<file path="src/rtl/adls_ram.sv">
// ============================================================================
// adls_ram
// Generic single-write, single-read RAM with registered read data.
// ============================================================================
module adls_ram #(
    parameter int WIDTH     = 8,
    parameter int DEPTH     = 8,
    parameter int ADDR_BITS = (DEPTH > 1) ? $clog2(DEPTH) : 1
) (
    input  logic                 i_clk,
    input  logic                 i_we,
    input  logic [ADDR_BITS-1:0] i_waddr,
    input  logic [WIDTH-1:0]     i_wdata,
    input  logic                 i_re,
    input  logic [ADDR_BITS-1:0] i_raddr,
    output logic [WIDTH-1:0]     o_rdata
);

    logic [WIDTH-1:0] r_mem [DEPTH];
    logic [WIDTH-1:0] r_rdata;

    always_ff @(posedge i_clk) begin
        if (i_we) begin
            r_mem[i_waddr] <= i_wdata;
        end
        if (i_re) begin
            r_rdata <= r_mem[i_raddr];
        end
    end

    assign o_rdata = r_rdata;

endmodule

</file>
<file path="config.mk">
export PLATFORM = sky130hd
export DESIGN_NAME = adls_ram
export DESIGN_NICKNAME = d
export VERILOG_FILES = /design/src/rtl/adls_ram.sv
export SDC_FILE = /design/constraint.sdc
export NUM_CORES = 1
export LEC_CHECK = 0
export ABC_AREA = 0
export BUFFER_PORTS_ARGS = -buffer_cell sky130_fd_sc_hd__clkbuf_2
export CAP_MARGIN = 20
export CORE_AREA = 2 2 98 123
export CTS_CLUSTER_DIAMETER = 60
export CTS_CLUSTER_SIZE = 28
export DETAILED_ROUTE_END_ITERATION = 6
export DIE_AREA = 0 0 100 125
export GPL_ROUTABILITY_DRIVEN = 0
export MAX_ROUTING_LAYER = met4
export PLACE_DENSITY = 0.52
export SLEW_MARGIN = 30
export SYNTH_ARGS = -nofsm -noshare
export SYNTH_HDL_FRONTEND = slang
export SYNTH_SLANG_ARGS = --single-unit
</file>
<file path="constraint.sdc">
create_clock -name i_clk -period 4.1 [get_ports i_clk]
set_input_delay 0.615 -clock i_clk [delete_from_list [all_inputs] [get_ports i_clk]]
set_output_delay 0.615 -clock i_clk [all_outputs]
set_load 0.02 [all_outputs]
</file>
==> impl_metrics.tcl <==
set metrics [dict create \
    worst_slack_ns 2.22 \
    diodes 0 \
    die_x_um 100 \
    synthAdderAreaFrac 0 \
    crit_required_ns 4.18 \
    critPathSlowestCell "mux4_1" \
    synth_compound_area_frac 0 \
    post_cts_buffers 0 \
    htreeDepth 3 \
    cts-buffers-inserted 9 \
    grt-ovfl-total 0 \
    yosysSeqAreaShare 0.780 \
    final_nets 163 \
    post-place-ws_ns 1.81 \
    rows 44 \
    r2r-start "r_mem[2][1]$_DFFE_PP_" \
    cp_slowest_stage_delay_ns 0.64 \
    hpwl_um 3100 \
    syn_avg_cell_area_sq_um 24.3 \
    fin_crit_ns 1.88 \
    cts_hold_buf 0 \
    drc 0 \
    synth_top_family_by_area "multiplexers" \
    whs_ns 0.569 \
    grt_first_pass_wirelength_um 7340 \
    grt_use_total 0.0877 \
    ys_warn_count 0 \
    synth_simple_gate_area_frac 0.0212 \
    core_area_sq_um 11500 \
    cp_top_family "multiplexers" \
    hold_start "i_wdata[3]" \
    end_kind "flip-flop" \
    hold_viol 0 \
    timing.max_cap.violations 0 \
    drt_iter0_drc 72 \
    rsz0062_at_grt "no" \
    synth_nets 131 \
    clock.fmax_ghz 0.532 \
    antenna_found_initial 0 \
    grt_max_degree 17 \
    arrival_ns 1.96 \
    port_buffers 24 \
    cts_resized 0 \
    use_met1 0.0868 \
    clk-insertion-delay-late_ns 0.33 \
    ios 25 \
    critical_path.cell_chain "clkbuf_2 -> mux4_1 -> mux2_2" \
    crit_fanout 16 \
    path_buf_inv 1 \
    hold_class "input pin to flip-flop" \
    synth_cell_types 13 \
    cp-start-kind "input pin" \
    use_met3 0.0246 \
    antenna_left 0 \
    cts_root_buf "clkbuf_16" \
    cts.clk_slew.worst_paths_ns 0.05 \
    top_usage_layer "met2" \
    skew_ns 0.00358 \
    status "finished, final reports clean" \
    p_leak_nw 1.14 \
    setup_tns_ns 0 \
    drv_slew 0 \
    slew_headroom 0.365 \
    synth-seq-cells 72 \
    wl_per_cell_um 16.7 \
    setup_viol 0 \
    floorplan.initialDensity 0.242 \
    vias_per_cell 4.15 \
    synthXorXnorAreaFrac 0 \
    muxShareOfSynthArea 0.183 \
    syn_area_sq_um 2770 \
    worstSetupPathType "input pin to flip-flop" \
    die-area_sq_um 12500 \
    period_share 0.458 \
    cp-startpoint "i_raddr[0]" \
    worstMarginPinSlew_ns 0.949 \
    die_y_um 125 \
    fillerInstances 1100 \
    layout-drive-gt1-share 0.344 \
    cts_tree "yes" \
    synth_cells 114 \
    cts_num_sinks 72 \
    first_pass_iters 4 \
    powerDensity_nw_per_um2 517 \
    grt_use_met2 0.153 \
    area_growth_pct 21.0 \
    vias 1200 \
    irDropWorstVdd_v 0.000168 \
    clockBufferDepth 2 \
    totalWireLength_um 4820 \
    first_global_vias 1262 \
]
-- synthesized netlist by cell type, drive strengths merged --
| master | number | area (sq um) |
|---|---|---|
| nor2 | 6 | 22.5 |
| nand2 | 2 | 7.51 |
| buf | 4 | 40.0 |
| edfxtp | 72 | 2160 |
| mux2 | 8 | 90.1 |
| nor3 | 2 | 10.0 |
| mux4 | 16 | 417 |
| clkbuf | 1 | 3.75 |
| nand2b | 3 | 18.8 |
-- state kept, by name (all words and copies together), names as in the netlist --
name / cells
o_rdata: 8
r_mem: 64
-- cell families after synthesis --
kind of cell / after synthesis
DFF: 72
buffers and inverters: 5
and+or+nand+nor: 13
muxes: 24
-- report_power, final --
| part | internal (W) | total [W] | switching [W] |
|---|---|---|---|
| sequential | 0.000842 | 0.000847 | 0.00000587 |
| combinational | 0.0000364 | 0.0000827 | 0.0000463 |
| clock | 0.000530 | 0.000804 | 0.000274 |
-- layout by cell type, fill, tap and decap left out --
master,netlist,routed
bufinv_16,0,2
clkbuf_1,1,1
clkinv_2,0,3
nand2_1,2,2
clkbuf_16,0,9
mux4_1,15,15
nor2_2,0,2
clkbuf_2,0,24
nor2_1,6,4
nor3_1,2,2
edfxtp_1,72,72
clkinv_4,0,1
nand2b_1,3,3
mux4_2,1,1
mux2_2,8,8
buf_4,0,2
-- path summary, 6_finish.rpt --
| path | endpoint | slack (ns) | depth (start not counted) |
|---|---|---|---|
| worst min register to register | o_rdata[3]$_DFFE_PP_ | 0.75 | 2 |
| worst min-delay path | r_mem[2][3]$_DFFE_PP_ | 0.57 | 1 |
| worst max-delay path | o_rdata[1]$_DFFE_PP_ | 2.22 | 3 |
| worst max register to register | o_rdata[1]$_DFFE_PP_ | 2.70 | 2 |
-- through the flow --
step / cells / area [sq um] / total power [W] / utilization
2_1_floorplan: 114 / 2770 / 0.000914 / -
3_3_place_gp: 273 / 3040 / 0.000945 / 0.265
3_5_place_dp: 273 / 3040 / 0.000949 / 0.265
4_1_cts: 289 / 3350 / 0.00175 / 0.292
5_1_grt: 289 / 3350 / 0.00179 / 0.293
6_report: 289 / 3350 / 0.00173 / 0.293
-- area by class of cell --
type,count,area (sq um),share of cell area
Tap cell,138,173,0.0515
Timing Repair Buffer,26,135,0.0403
Multi-Input combinational cell,37,571,0.170
Clock inverter,6,83.8,0.0250
Sequential cell,72,2160,0.645
Clock buffer,10,229,0.0683
-- per-layer routing --
| layer | wire (um) | vias to the layer above | part of all wire |
|---|---|---|---|
| met5 | 0 | - | 0 |
| met4 | 130 | 0 | 0.027 |
| met3 | 261 | 11 | 0.054 |
| met2 | 2770 | 34 | 0.57 |
| met1 | 1660 | 601 | 0.35 |
| li1 | - | 554 | - |
No activity file was read; power rests on OpenSTA's default activity.
